**src/rtl/hsk_pkg.sv**
```systemverilog
package hsk_pkg;

  localparam int MAX_KEYS = 64;
  localparam int KEY_W    = 32;
  localparam int IDX_W    = $clog2(MAX_KEYS);
  localparam int CNT_W    = IDX_W + 1;
  localparam int CHILD_W  = IDX_W + 2;

  typedef enum logic [3:0] {
    ST_LOAD,
    ST_BSTART,
    ST_RD_TOP,
    ST_LD_TOP,
    ST_CHK,
    ST_LDL,
    ST_CMP,
    ST_NEXT,
    ST_SW0,
    ST_SW1,
    ST_SW2,
    ST_ERD,
    ST_EOUT,
    ST_EWAIT
  } state_t;

  typedef enum logic [2:0] {
    RD_TOP,
    RD_LEFT,
    RD_RIGHT,
    RD_ROOT,
    RD_LASTEL,
    RD_EMIT
  } rd_sel_t;

  typedef struct packed {
    logic    load_word;
    rd_sel_t rd_sel;
    logic    start_build;
    logic    ld_top;
    logic    ld_left;
    logic    cmp_step;
    logic    sift_wr;
    logic    swap_hold;
    logic    swap_fin;
    logic    dec_i;
    logic    start_extract;
    logic    out_load;
    logic    out_done;
    logic    clear_count;
  } cmd_t;

  typedef struct packed {
    logic child_gt_end;
    logic stop;
    logic i_one;
    logic i_two;
    logic cnt_one;
    logic out_last;
  } sts_t;

endpackage

```
**src/rtl/heap_sort_keys_core.sv**
```systemverilog
// Heap sorter for signed 32-bit keys. Words are taken one per cycle into a
// 64-entry store until a word with last_in set arrives; keys beyond 64 are
// dropped (a dropped word with last_in still starts the sort). The block then
// stalls its input, builds a max-heap in place and extracts it, and returns
// every held key in ascending order, last_out marking the largest. All heap
// work runs on one simple dual-port RAM with a registered read, so each
// sift-down level has separate steps for the left read, the right read and
// the compare and write, a sift-down that runs to the bottom adds one more
// check step, and each sift-down is set up by reading its top entry in the
// heap build and by swapping the root and the last entry in the extraction.
// Each emitted word is read, loaded into the output register and held there
// until out_stall is low.
module heap_sort_keys_core (
  input  logic                             clk,
  input  logic                             rst,
  input  logic                             in_valid,
  output logic                             in_stall,
  input  logic signed [hsk_pkg::KEY_W-1:0] key_in,
  input  logic                             last_in,
  output logic                             out_valid,
  input  logic                             out_stall,
  output logic signed [hsk_pkg::KEY_W-1:0] key_out,
  output logic                             last_out
);
  import hsk_pkg::*;

  cmd_t cmd;
  sts_t sts;

  // sequencer
  hsk_ctrl u_ctrl (
    .clk       (clk),
    .rst       (rst),
    .in_valid  (in_valid),
    .last_in   (last_in),
    .in_stall  (in_stall),
    .out_stall (out_stall),
    .sts       (sts),
    .cmd       (cmd)
  );

  // key store and heap walk registers
  hsk_dp u_dp (
    .clk       (clk),
    .rst       (rst),
    .cmd       (cmd),
    .sts       (sts),
    .key_in    (key_in),
    .out_valid (out_valid),
    .key_out   (key_out),
    .last_out  (last_out)
  );

endmodule

```
**src/rtl/hsk_ram.sv**
```systemverilog
module hsk_ram #(
  parameter int WIDTH = 32,
  parameter int DEPTH = 64
) (
  input  logic                     clk,
  input  logic                     we,
  input  logic [$clog2(DEPTH)-1:0] waddr,
  input  logic [WIDTH-1:0]         wdata,
  input  logic [$clog2(DEPTH)-1:0] raddr,
  output logic [WIDTH-1:0]         rdata
);

  logic [WIDTH-1:0] mem [DEPTH];

  // one write port, one registered read port
  always_ff @(posedge clk) begin
    if (we) begin
      mem[waddr] <= wdata;
    end
    rdata <= mem[raddr];
  end

endmodule

```
**src/rtl/hsk_dp.sv**
```systemverilog
module hsk_dp (
  input  logic                                clk,
  input  logic                                rst,
  input  hsk_pkg::cmd_t                       cmd,
  output hsk_pkg::sts_t                       sts,
  input  logic signed [hsk_pkg::KEY_W-1:0]    key_in,
  output logic                                out_valid,
  output logic signed [hsk_pkg::KEY_W-1:0]    key_out,
  output logic                                last_out
);
  import hsk_pkg::*;

  logic [CNT_W-1:0]          count;
  logic [CNT_W-1:0]          n;
  logic [CNT_W-1:0]          i;
  logic [CNT_W-1:0]          pos;
  logic [CNT_W-1:0]          heap_end;
  logic [CHILD_W-1:0]        child;
  logic [IDX_W-1:0]          k;
  logic signed [KEY_W-1:0]   held;
  logic signed [KEY_W-1:0]   lval;
  logic signed [KEY_W-1:0]   tmp;

  logic                      we;
  logic [IDX_W-1:0]          waddr;
  logic [KEY_W-1:0]          wdata;
  logic [IDX_W-1:0]          raddr;
  logic [KEY_W-1:0]          rdata;
  logic signed [KEY_W-1:0]   rval;

  logic                      right_ok;
  logic                      take_right;
  logic signed [KEY_W-1:0]   big;
  logic [CHILD_W-1:0]        big_idx;
  logic [IDX_W-1:0]          pos_addr;
  logic [IDX_W-1:0]          i_addr;
  logic                      store_full;

  assign rval       = $signed(rdata);
  assign pos_addr   = IDX_W'(pos - CNT_W'(1));
  assign i_addr     = IDX_W'(i - CNT_W'(1));
  assign store_full = (count == CNT_W'(MAX_KEYS));

  // larger child and the stop test of one sift-down level
  assign right_ok   = (child < {1'b0, heap_end});
  assign take_right = right_ok && (lval < rval);
  assign big        = take_right ? rval : lval;
  assign big_idx    = take_right ? (child + CHILD_W'(1)) : child;

  assign sts.child_gt_end = (child > {1'b0, heap_end});
  assign sts.stop         = (held >= big);
  assign sts.i_one        = (i == CNT_W'(1));
  assign sts.i_two        = (i == CNT_W'(2));
  assign sts.cnt_one      = (count == CNT_W'(1));
  assign sts.out_last     = (({1'b0, k} + CNT_W'(1)) == n);

  // read address select
  always_comb begin
    case (cmd.rd_sel)
      RD_TOP:    raddr = i_addr;
      RD_LEFT:   raddr = IDX_W'(child - CHILD_W'(1));
      RD_RIGHT:  raddr = child[IDX_W-1:0];
      RD_ROOT:   raddr = '0;
      RD_LASTEL: raddr = i_addr;
      RD_EMIT:   raddr = k;
      default:   raddr = '0;
    endcase
  end

  // write port select, at most one writer per cycle
  always_comb begin
    we    = 1'b0;
    waddr = pos_addr;
    wdata = held;
    if (cmd.load_word) begin
      we    = !store_full;
      waddr = count[IDX_W-1:0];
      wdata = key_in;
    end else if (cmd.cmp_step) begin
      we    = 1'b1;
      wdata = sts.stop ? held : big;
    end else if (cmd.sift_wr) begin
      we    = 1'b1;
    end else if (cmd.swap_fin) begin
      we    = 1'b1;
      waddr = i_addr;
      wdata = tmp;
    end
  end

  hsk_ram #(
    .WIDTH (KEY_W),
    .DEPTH (MAX_KEYS)
  ) u_store (
    .clk   (clk),
    .we    (we),
    .waddr (waddr),
    .wdata (wdata),
    .raddr (raddr),
    .rdata (rdata)
  );

  // key count, saturating at capacity
  always_ff @(posedge clk) begin
    if (rst) begin
      count <= '0;
    end else if (cmd.clear_count) begin
      count <= '0;
    end else if (cmd.load_word && !store_full) begin
      count <= count + CNT_W'(1);
    end
  end

  // heap walk registers
  always_ff @(posedge clk) begin
    if (cmd.start_build) begin
      n <= count;
      i <= count >> 1;
      k <= '0;
    end else if (cmd.start_extract) begin
      i <= n;
    end else if (cmd.dec_i) begin
      i <= i - CNT_W'(1);
    end
    if (cmd.ld_top) begin
      held     <= rval;
      pos      <= i;
      child    <= {i, 1'b0};
      heap_end <= n;
    end else if (cmd.swap_fin) begin
      held     <= rval;
      pos      <= CNT_W'(1);
      child    <= CHILD_W'(2);
      heap_end <= i - CNT_W'(1);
    end else if (cmd.cmp_step && !sts.stop) begin
      pos   <= CNT_W'(big_idx);
      child <= {big_idx[CHILD_W-2:0], 1'b0};
    end
    if (cmd.ld_left) begin
      lval <= rval;
    end
    if (cmd.swap_hold) begin
      tmp <= rval;
    end
    if (cmd.out_done) begin
      k <= k + IDX_W'(1);
    end
  end

  // output word register
  always_ff @(posedge clk) begin
    if (rst) begin
      out_valid <= 1'b0;
    end else if (cmd.out_load) begin
      out_valid <= 1'b1;
    end else if (cmd.out_done) begin
      out_valid <= 1'b0;
    end
  end

  always_ff @(posedge clk) begin
    if (cmd.out_load) begin
      key_out  <= rval;
      last_out <= sts.out_last;
    end
  end

endmodule

```
**src/rtl/hsk_ctrl.sv**
```systemverilog
module hsk_ctrl (
  input  logic          clk,
  input  logic          rst,
  input  logic          in_valid,
  input  logic          last_in,
  output logic          in_stall,
  input  logic          out_stall,
  input  hsk_pkg::sts_t sts,
  output hsk_pkg::cmd_t cmd
);
  import hsk_pkg::*;

  state_t state;
  state_t state_next;
  logic   extracting;
  logic   extracting_next;
  logic   in_acc;

  assign in_stall = (state != ST_LOAD);
  assign in_acc   = in_valid && !in_stall;

  always_ff @(posedge clk) begin
    if (rst) begin
      state      <= ST_LOAD;
      extracting <= 1'b0;
    end else begin
      state      <= state_next;
      extracting <= extracting_next;
    end
  end

  // next state
  always_comb begin
    state_next      = state;
    extracting_next = extracting;
    case (state)
      ST_LOAD: begin
        if (in_acc && last_in) begin
          state_next = ST_BSTART;
        end
      end
      ST_BSTART: begin
        extracting_next = 1'b0;
        state_next      = sts.cnt_one ? ST_ERD : ST_RD_TOP;
      end
      ST_RD_TOP: state_next = ST_LD_TOP;
      ST_LD_TOP: state_next = ST_CHK;
      ST_CHK:    state_next = sts.child_gt_end ? ST_NEXT : ST_LDL;
      ST_LDL:    state_next = ST_CMP;
      ST_CMP:    state_next = sts.stop ? ST_NEXT : ST_CHK;
      ST_NEXT: begin
        if (!extracting) begin
          if (sts.i_one) begin
            extracting_next = 1'b1;
            state_next      = ST_SW0;
          end else begin
            state_next = ST_RD_TOP;
          end
        end else begin
          state_next = sts.i_two ? ST_ERD : ST_SW0;
        end
      end
      ST_SW0: state_next = ST_SW1;
      ST_SW1: state_next = ST_SW2;
      ST_SW2: state_next = ST_CHK;
      ST_ERD:  state_next = ST_EOUT;
      ST_EOUT: state_next = ST_EWAIT;
      ST_EWAIT: begin
        if (!out_stall) begin
          state_next = sts.out_last ? ST_LOAD : ST_ERD;
        end
      end
      default: state_next = ST_LOAD;
    endcase
  end

  // command outputs
  always_comb begin
    cmd        = '0;
    cmd.rd_sel = RD_TOP;
    case (state)
      ST_LOAD:   cmd.load_word   = in_acc;
      ST_BSTART: cmd.start_build = 1'b1;
      ST_RD_TOP: cmd.rd_sel      = RD_TOP;
      ST_LD_TOP: cmd.ld_top      = 1'b1;
      ST_CHK: begin
        cmd.rd_sel  = RD_LEFT;
        cmd.sift_wr = sts.child_gt_end;
      end
      ST_LDL: begin
        cmd.ld_left = 1'b1;
        cmd.rd_sel  = RD_RIGHT;
      end
      ST_CMP: cmd.cmp_step = 1'b1;
      ST_NEXT: begin
        if (!extracting) begin
          cmd.start_extract = sts.i_one;
          cmd.dec_i         = !sts.i_one;
        end else begin
          cmd.dec_i = !sts.i_two;
        end
      end
      ST_SW0: cmd.rd_sel = RD_ROOT;
      ST_SW1: begin
        cmd.swap_hold = 1'b1;
        cmd.rd_sel    = RD_LASTEL;
      end
      ST_SW2:  cmd.swap_fin = 1'b1;
      ST_ERD:  cmd.rd_sel   = RD_EMIT;
      ST_EOUT: cmd.out_load = 1'b1;
      ST_EWAIT: begin
        cmd.out_done    = !out_stall;
        cmd.clear_count = !out_stall && sts.out_last;
      end
      default: cmd = '0;
    endcase
  end

endmodule
```
**config.mk**
```make
export PLATFORM = sky130hd
export DESIGN_NAME = heap_sort_keys_core
export DESIGN_NICKNAME = d
export VERILOG_FILES = /design/src/rtl/hsk_pkg.sv /design/src/rtl/heap_sort_keys_core.sv /design/src/rtl/hsk_ram.sv /design/src/rtl/hsk_dp.sv /design/src/rtl/hsk_ctrl.sv
export SDC_FILE = /design/constraint.sdc
export NUM_CORES = 2
export LEC_CHECK = 0
export BUFFER_PORTS_ARGS = -buffer_cell sky130_fd_sc_hd__buf_2
export CAP_MARGIN = 20
export CORE_MARGIN = 5
export CORE_UTILIZATION = 55
export CTS_BUF_LIST = sky130_fd_sc_hd__clkbuf_8
export DETAILED_ROUTE_END_ITERATION = 8
export PLACE_DENSITY = 0.71
export SLEW_MARGIN = 20
export SYNTH_ARGS = -nofsm -noshare
export SYNTH_HDL_FRONTEND = slang
export SYNTH_SLANG_ARGS = --single-unit
export TNS_END_PERCENT = 100
```
**constraint.sdc**
```tcl
create_clock -name clk -period 14.3 [get_ports clk]
set_clock_uncertainty 0.05 [all_clocks]
set_input_delay 2.145 -clock clk [delete_from_list [all_inputs] [get_ports clk]]
set_output_delay 2.145 -clock clk [all_outputs]
set_load 0.005 [all_outputs]
```
-- Yosys cells after proc, flatten, opt, wreduce, memory -nomap -nowiden
Memories as Yosys holds them, arrays and structs flattened. A register that Yosys moved wholly into a read port is not among the register bits.
Cells that the tools add are included.
- $add $sub $neg: 7
- $lt $le $gt $ge: 4
- equal/unequal tests: 24
- multiplexer cells: 62
- reductions and logical operators: 26
- operators by type and width (cell ; number):
    $mux 32 ; 8
    $mux 6 ; 10
    $pmux 4 s13 ; 1
    $mux 7 ; 5
    $ge 32x32->1 ; 1
    $lt 32x32->1 ; 1
    $eq 4x4->1 const B ; 6
    $mux 4 ; 6
    $mux 8 ; 3
    $pmux 6 s4 ; 1
    $mux 1 ; 21
    $eq 4x3->1 const B ; 4
    $pmux 3 s5 ; 1
    $add 7x1->7 const B ; 2
    $eq 7x1->1 const B ; 2
    $sub 6x1->6 const B ; 2
    $mux 2 ; 5
    $reduce_bool 2->1 ; 5
    $eq 4x2->1 const B ; 2
    $gt 8x7->1 ; 1
    $lt 8x7->1 ; 1
    $add 6x1->7 const B ; 1
    $eq 7x2->1 const B ; 1
    $eq 7x7->1 ; 1
    18 further kinds ; 32
- register bits: 182
- bits in writable memories: 2048
- input bits: 37
- output and inout bits: 35
- memories: 1
- memories (memory ; depth ; width ; read ports ; clocked after memory_dff ; wr ports ; line ; text):
    u_dp.u_store.mem ; 64 ; 32 ; 1 ; 1 ; 1 ; hsk_ram.sv:13 ; logic [WIDTH-1:0] mem [DEPTH];

-- Longest topological paths before layout
- depth after elaboration: 9
- depth in mapped cells: 24
- gate-level depth less buffers: 20

-- By module
A second synthesis with hierarchy kept.
- cell total of the unflattened synthesis: 4374
- area total of the unflattened synthesis: 89445.8 sq um
- by module, submodules not included (module ; times used ; cells an instance ; area an instance (sq um) ; sequential area each (sq um)):
    hsk_ram ; 1 ; 3324 ; 78515.3 ; 62139.6
    hsk_dp ; 1 ; 968 ; 10358.7 ; 5044.8
    hsk_ctrl ; 1 ; 82 ; 571.8 ; 100.1

-- Worst setup path after synthesis
No wires, ideal clock.
- path kind: flip-flop to flip-flop
- start point: reg u_dp.child[5]
- end point: mem u_dp.u_store.mem[0][1] (data pin)
- setup time: 549 ps
- data arrival time: 6878 ps
- path slack: 6823 ps
- stages on the path, launching flop included: 21
- path buffers: 4
- cells stage by stage: edfxtp_1 > ha_1 > a21o_1 > a211o_1 > or2_2 > nor4b_1 > mux2_2 > clkbuf_1 > buf_2 > mux2i_1 > ha_1 > a211oi_1 > nor2_1 > o31ai_1 > a41oi_1 > a2111oi_0 > mux2i_1 > clkbuf_1 > clkbuf_1 > a31oi_1 > a21oi_1
- cells in the longest elaborated chain, start to end: 7
- elaborated cells on any way between the ends: 10
- ends and longest elaborated chain (item ; line ; text):
    start: declaration ; hsk_dp.sv:18 ; logic [CHILD_W-1:0] child;
    start signal: assignment ; hsk_dp.sv:128 ; child <= {i, 1'b0};
    start signal: assignment ; hsk_dp.sv:137 ; child <= {big_idx[CHILD_W-2:0], 1'b0};
    $lt 8x7->1 ; hsk_dp.sv:45 ; assign right_ok = (child < {1'b0, heap_end});
    $logic_and 1x1->1 ; hsk_dp.sv:46 ; assign take_right = right_ok && (lval < rval);
    $mux 32 ; hsk_dp.sv:47 ; assign big = take_right ? rval : lval;
    $ge 32x32->1 ; hsk_dp.sv:51 ; assign sts.stop = (held >= big);
    $mux 32 ; hsk_dp.sv:81 ; wdata = sts.stop ? held : big;
    $mux 32 * ; hsk_dp.sv:79 ; end else if (cmd.cmp_step) begin
    $mux 32 * ; hsk_dp.sv:75 ; if (cmd.load_word) begin
    via u_dp.u_store.wdata[1] ; hsk_ram.sv:8 ; input logic [WIDTH-1:0] wdata,
    end: declaration ; hsk_ram.sv:13 ;
The timed path passes the listed nets; every way through them passes the cells marked *.

-- Final worst setup path
- start point: reg u_dp.u_store.rdata[1], read port of u_dp.u_store.mem
- end point: mem u_dp.u_store.mem[12][9] (data pin)
- cells in the longest elaborated chain, start to end: 7
- ends and longest elaborated chain (item ; line ; text):
    start: declaration ; hsk_ram.sv:10 ; output logic [WIDTH-1:0] rdata
    $lt 32x32->1 ; hsk_dp.sv:46 ;
    $logic_and 1x1->1 ; hsk_dp.sv:46 ;
    $mux 32 * ; hsk_dp.sv:47 ;
    $ge 32x32->1 ; hsk_dp.sv:51 ;
    $mux 32 * ; hsk_dp.sv:81 ;
    $mux 32 * ; hsk_dp.sv:79 ;
    $mux 32 * ; hsk_dp.sv:75 ;
    via u_dp.u_store.wdata[9] ; hsk_ram.sv:8 ;
Marks and branches as above.

==> impl_metrics.ini <==
[status]
status = complete, no violations

[synth]
synth_warnings = 0
synth_area_per_cell_um2 = 13.5
async_flop_share = 0
synth_flop_cell = edfxtp_1
ys_seq_area_frac = 0.737
synth.cell_area_um2 = 91300
synth_seq_cells = 2256
synth_edf_count = 2210
synth_cell_types = 78
synthCells = 6776
synthesis.nets = 6890

[timing]
max-slew-margin-rel = 0.241
period_needed_ns = 8.30
fmax_mhz = 120
hold-worst-slack_ns = 0.450
slew_violations = 0
setup_viol = 0
setup_tns_ns = 0
fin_crit_sh = 0.581
hold_viol = 0
worst_pin_slew_ns = 1.13
rsz0062_at_grt = no

[final_layout]
layout-drive-gt1-share = 0.121
area_growth_pct = 10.8
nNetsFinal = 7083

[worst_setup_path]
crit_chain = inv_1, ha_1, a2111oi_0, a21oi_1, a41oi_1, a31oi_1, a211oi_1, mux2_2, buf_4, mux2i_1, ha_1, a21oi_1, nor2_1, a211oi_1, o21ai_0, a2111oi_1, mux2i_4, buf_4, a31oi_1, a21oi_4, buf_4
arrival_ns = 8.98
crit_end = u_dp.u_store.mem[12][9]
start_kind = flop
slowest_stage = a2111oi_1
criticalPathCategory = flop to flop
cp.depth = 21
startpoint = u_dp.u_store.rdata[1]
endpoint_kind = flop
crit_buf_inv = 4
worstPathMaxFanout = 64
cp_top_family = compound AO/OA/AOI/OAI gates
r2r_cells = 21
r2r-end = u_dp.u_store.mem[12][9]
slowest_delay_ns = 0.90
timing.rr.start = u_dp.u_store.rdata[1]
reg2reg_slack_ns = 6.00
critPathRequiredTime_ns = 14.97
crit_path_frequent_cell = buf_4

[hold_path]
min_path_cells = 2
hold_path_class = flop to flop

[grt]
grtUsageMet3 = 0.0927
antenna_found_initial = 16
grt_pass1_wl_mm = 401
top_usage_layer = met2
grt_overflow_total = 0
grt_use_met1 = 0.430
grt_max_degree = 142
grt_use_met2 = 0.478
first_global_vias = 58000
track_usage = 0.316

[clock_network]
cts_tree = yes
cts-root-buf = clkbuf_8
cts.htree.levels = 5
clk_pin_slew_ns = 0.06
cts_hold_buf = 0
clock_sinks = 2256
clk_latency_ns = 1.05
numCtsBuffers = 357
ctsLongestPathBuffers = 4
postCtsSetupRepairBufs = 0
post_cts_resized = 0

[routing]
drt_iter0_drc = 9443
vias_per_cell = 6.54
vias = 61500
drc_errors = 0
avgRoutedWirePerCell_um = 29.8
postRouteAntennaNets = 0
firstDrtPassIters = 6
routed_wl_mm = 280

[job]
max-cap-violations = 0

[placement]
dp_hpwl_mm = 151
numPortBuffers = 71
gp_congestion = 0.914

[die]
core_um2 = 165000
initial_core_util = 0.553
ios = 72
die-area_um2 = 174000
die_h_um = 417
rows = 149
dieWidth_um = 417

[power_and_ir_drop]
p_per_area_nw_per_um2 = 198
peakVddDrop_mv = 0.170
p_leak_nw = 35.1
-- flip-flops by register name, indices dropped and copies added (netlist names) --
name	flops
u_dp.tmp	32
u_dp.key_out	32
u_ctrl.extracting	1
u_dp.out_valid	1
u_dp.k	6
u_dp.count	7
u_dp.last_out	1
u_dp.lval	32
u_dp.heap_end	7
u_dp.held	32
u_dp.i	7
u_dp.n	7
u_dp.u_store.mem	2048
u_dp.child	7
u_dp.u_store.rdata	32
u_ctrl.state	4
-- cell families (layout without fill, tap and decap cells) --
kind of cell	Yosys count	after routing	synth area share
multiplexers	142	142	0.0238
XOR/XNOR	29	29	0.00278
AND/OR/NAND/NOR	2991	2991	0.143
AO/OA/AOI/OAI	801	801	0.0596
buffers and inverters	480	910	0.0236
other	0	8	0
flip-flops	2256	2256	0.737
adder cells (fa/ha/maj)	77	77	0.0106
-- synth_stat cells, drive strengths merged (76+ instances only) --
cell | number | area share
a21oi | 155 | 0.0085
a31oi | 224 | 0.015
and3 | 190 | 0.013
buf | 289 | 0.016
clkbuf | 136 | 0.0056
edfxtp | 2210 | 0.73
ha | 77 | 0.011
mux2i | 79 | 0.0087
nand2 | 1825 | 0.075
nand3 | 628 | 0.034
nand4 | 76 | 0.0052
nor2 | 156 | 0.0064
o21ai | 87 | 0.0048
-- where the power goes --
group	leakage, nW	switching [W]	internal (W)	total [W]
registers	20.3	0.000131	0.00797	0.00810
clock network	3.57	0.00244	0.00242	0.00486
logic	11.2	0.00522	0.00186	0.00708
total	35.1	0.00779	0.0123	0.0200
-- cells in the final DEF, fill, tap and decap left out, drive strengths merged, types with 8 or more instances in the layout --
| master | count |
|---|---|
| edfxtp | 2210 |
| nand2 | 1825 |
| nand3 | 628 |
| clkbuf | 366 |
| buf | 259 |
| a31oi | 224 |
| and3 | 190 |
| inv | 177 |
| nor2 | 156 |
| a21oi | 155 |
| clkinv | 101 |
| o21ai | 87 |
| mux2i | 79 |
| ha | 77 |
| nand4 | 76 |
| a211oi | 69 |
| mux4 | 60 |
| dfxtp | 46 |
| a32oi | 36 |
| a311oi | 31 |
| a221oi | 31 |
| o22ai | 30 |
| nor4 | 26 |
| a22oi | 23 |
| a32o | 21 |
| nand2b | 20 |
| nor3 | 19 |
| xor2 | 15 |
| or3 | 15 |
| xnor2 | 14 |
| o221ai | 13 |
| a2111oi | 12 |
| a22o | 11 |
| nor2b | 10 |
| a21o | 10 |
| a221o | 9 |
| diode | 8 |
-- metrics by stage --
stage / setup slack [ns] / total power (W) / cells / instance area, um2 / util
finish: 6.00 / 0.0200 / 9403 / 101000 / 0.613
global route: 5.67 / 0.0208 / 9396 / 101000 / 0.613
CTS: 6.15 / 0.0198 / 9393 / 101000 / 0.612
detailed placement: 6.18 / 0.0151 / 8797 / 95000 / 0.576
global placement: 6.25 / 0.0150 / 8797 / 95000 / 0.576
floorplan: 6.82 / 0.0124 / 6776 / 91300 / -
-- routing by layer --
layer | part of all wire | wire (um)
met5 | 0.00075 | 209
met4 | 0.049 | 13700
met3 | 0.14 | 39600
met2 | 0.45 | 126000
met1 | 0.36 | 101000
-- worst reg2reg max path, stage by stage, from the launching register on --
cell       delay [ns]
dfxtp_1          0.40
inv_1            0.07
ha_1             0.28
a2111oi_0        0.42
a21oi_1          0.16
a41oi_1          0.24
a31oi_1          0.11
a211oi_1         0.29
mux2_2           0.64
buf_4            0.44
mux2i_1          0.43
ha_1             0.32
a21oi_1          0.18
nor2_1           0.06
a211oi_1         0.36
o21ai_0          0.15
a2111oi_1        0.90
mux2i_4          0.75
buf_4            0.57
a31oi_1          0.29
a21oi_4          0.24
buf_4            0.54
-- layout make-up --
class                      instances  area [um2]
clock inverter                   230        1020
antenna                            8        20.0
tap                             2189        2740
inverter                          55         206
fill                           12300       63900
multi-input combinational       4040       22900
timing repair buffer             259        1890
clock buffer                     366        5040
sequential                      2256       67300
-- worst min path at each step --
| stage | from | slack (ns) | to |
|---|---|---|---|
| finish | u_dp.out_valid | 0.45 | u_dp.out_valid |
| global route | u_dp.out_valid | 0.46 | u_dp.out_valid |
| CTS | u_dp.out_valid | 0.45 | u_dp.out_valid |
| detailed placement | u_dp.out_valid | 0.44 | u_dp.out_valid |
| global placement | u_dp.out_valid | 0.42 | u_dp.out_valid |
| floorplan | u_dp.count[2] | 0.36 | u_dp.n[2] |
(Power assumes the default switching activity.)
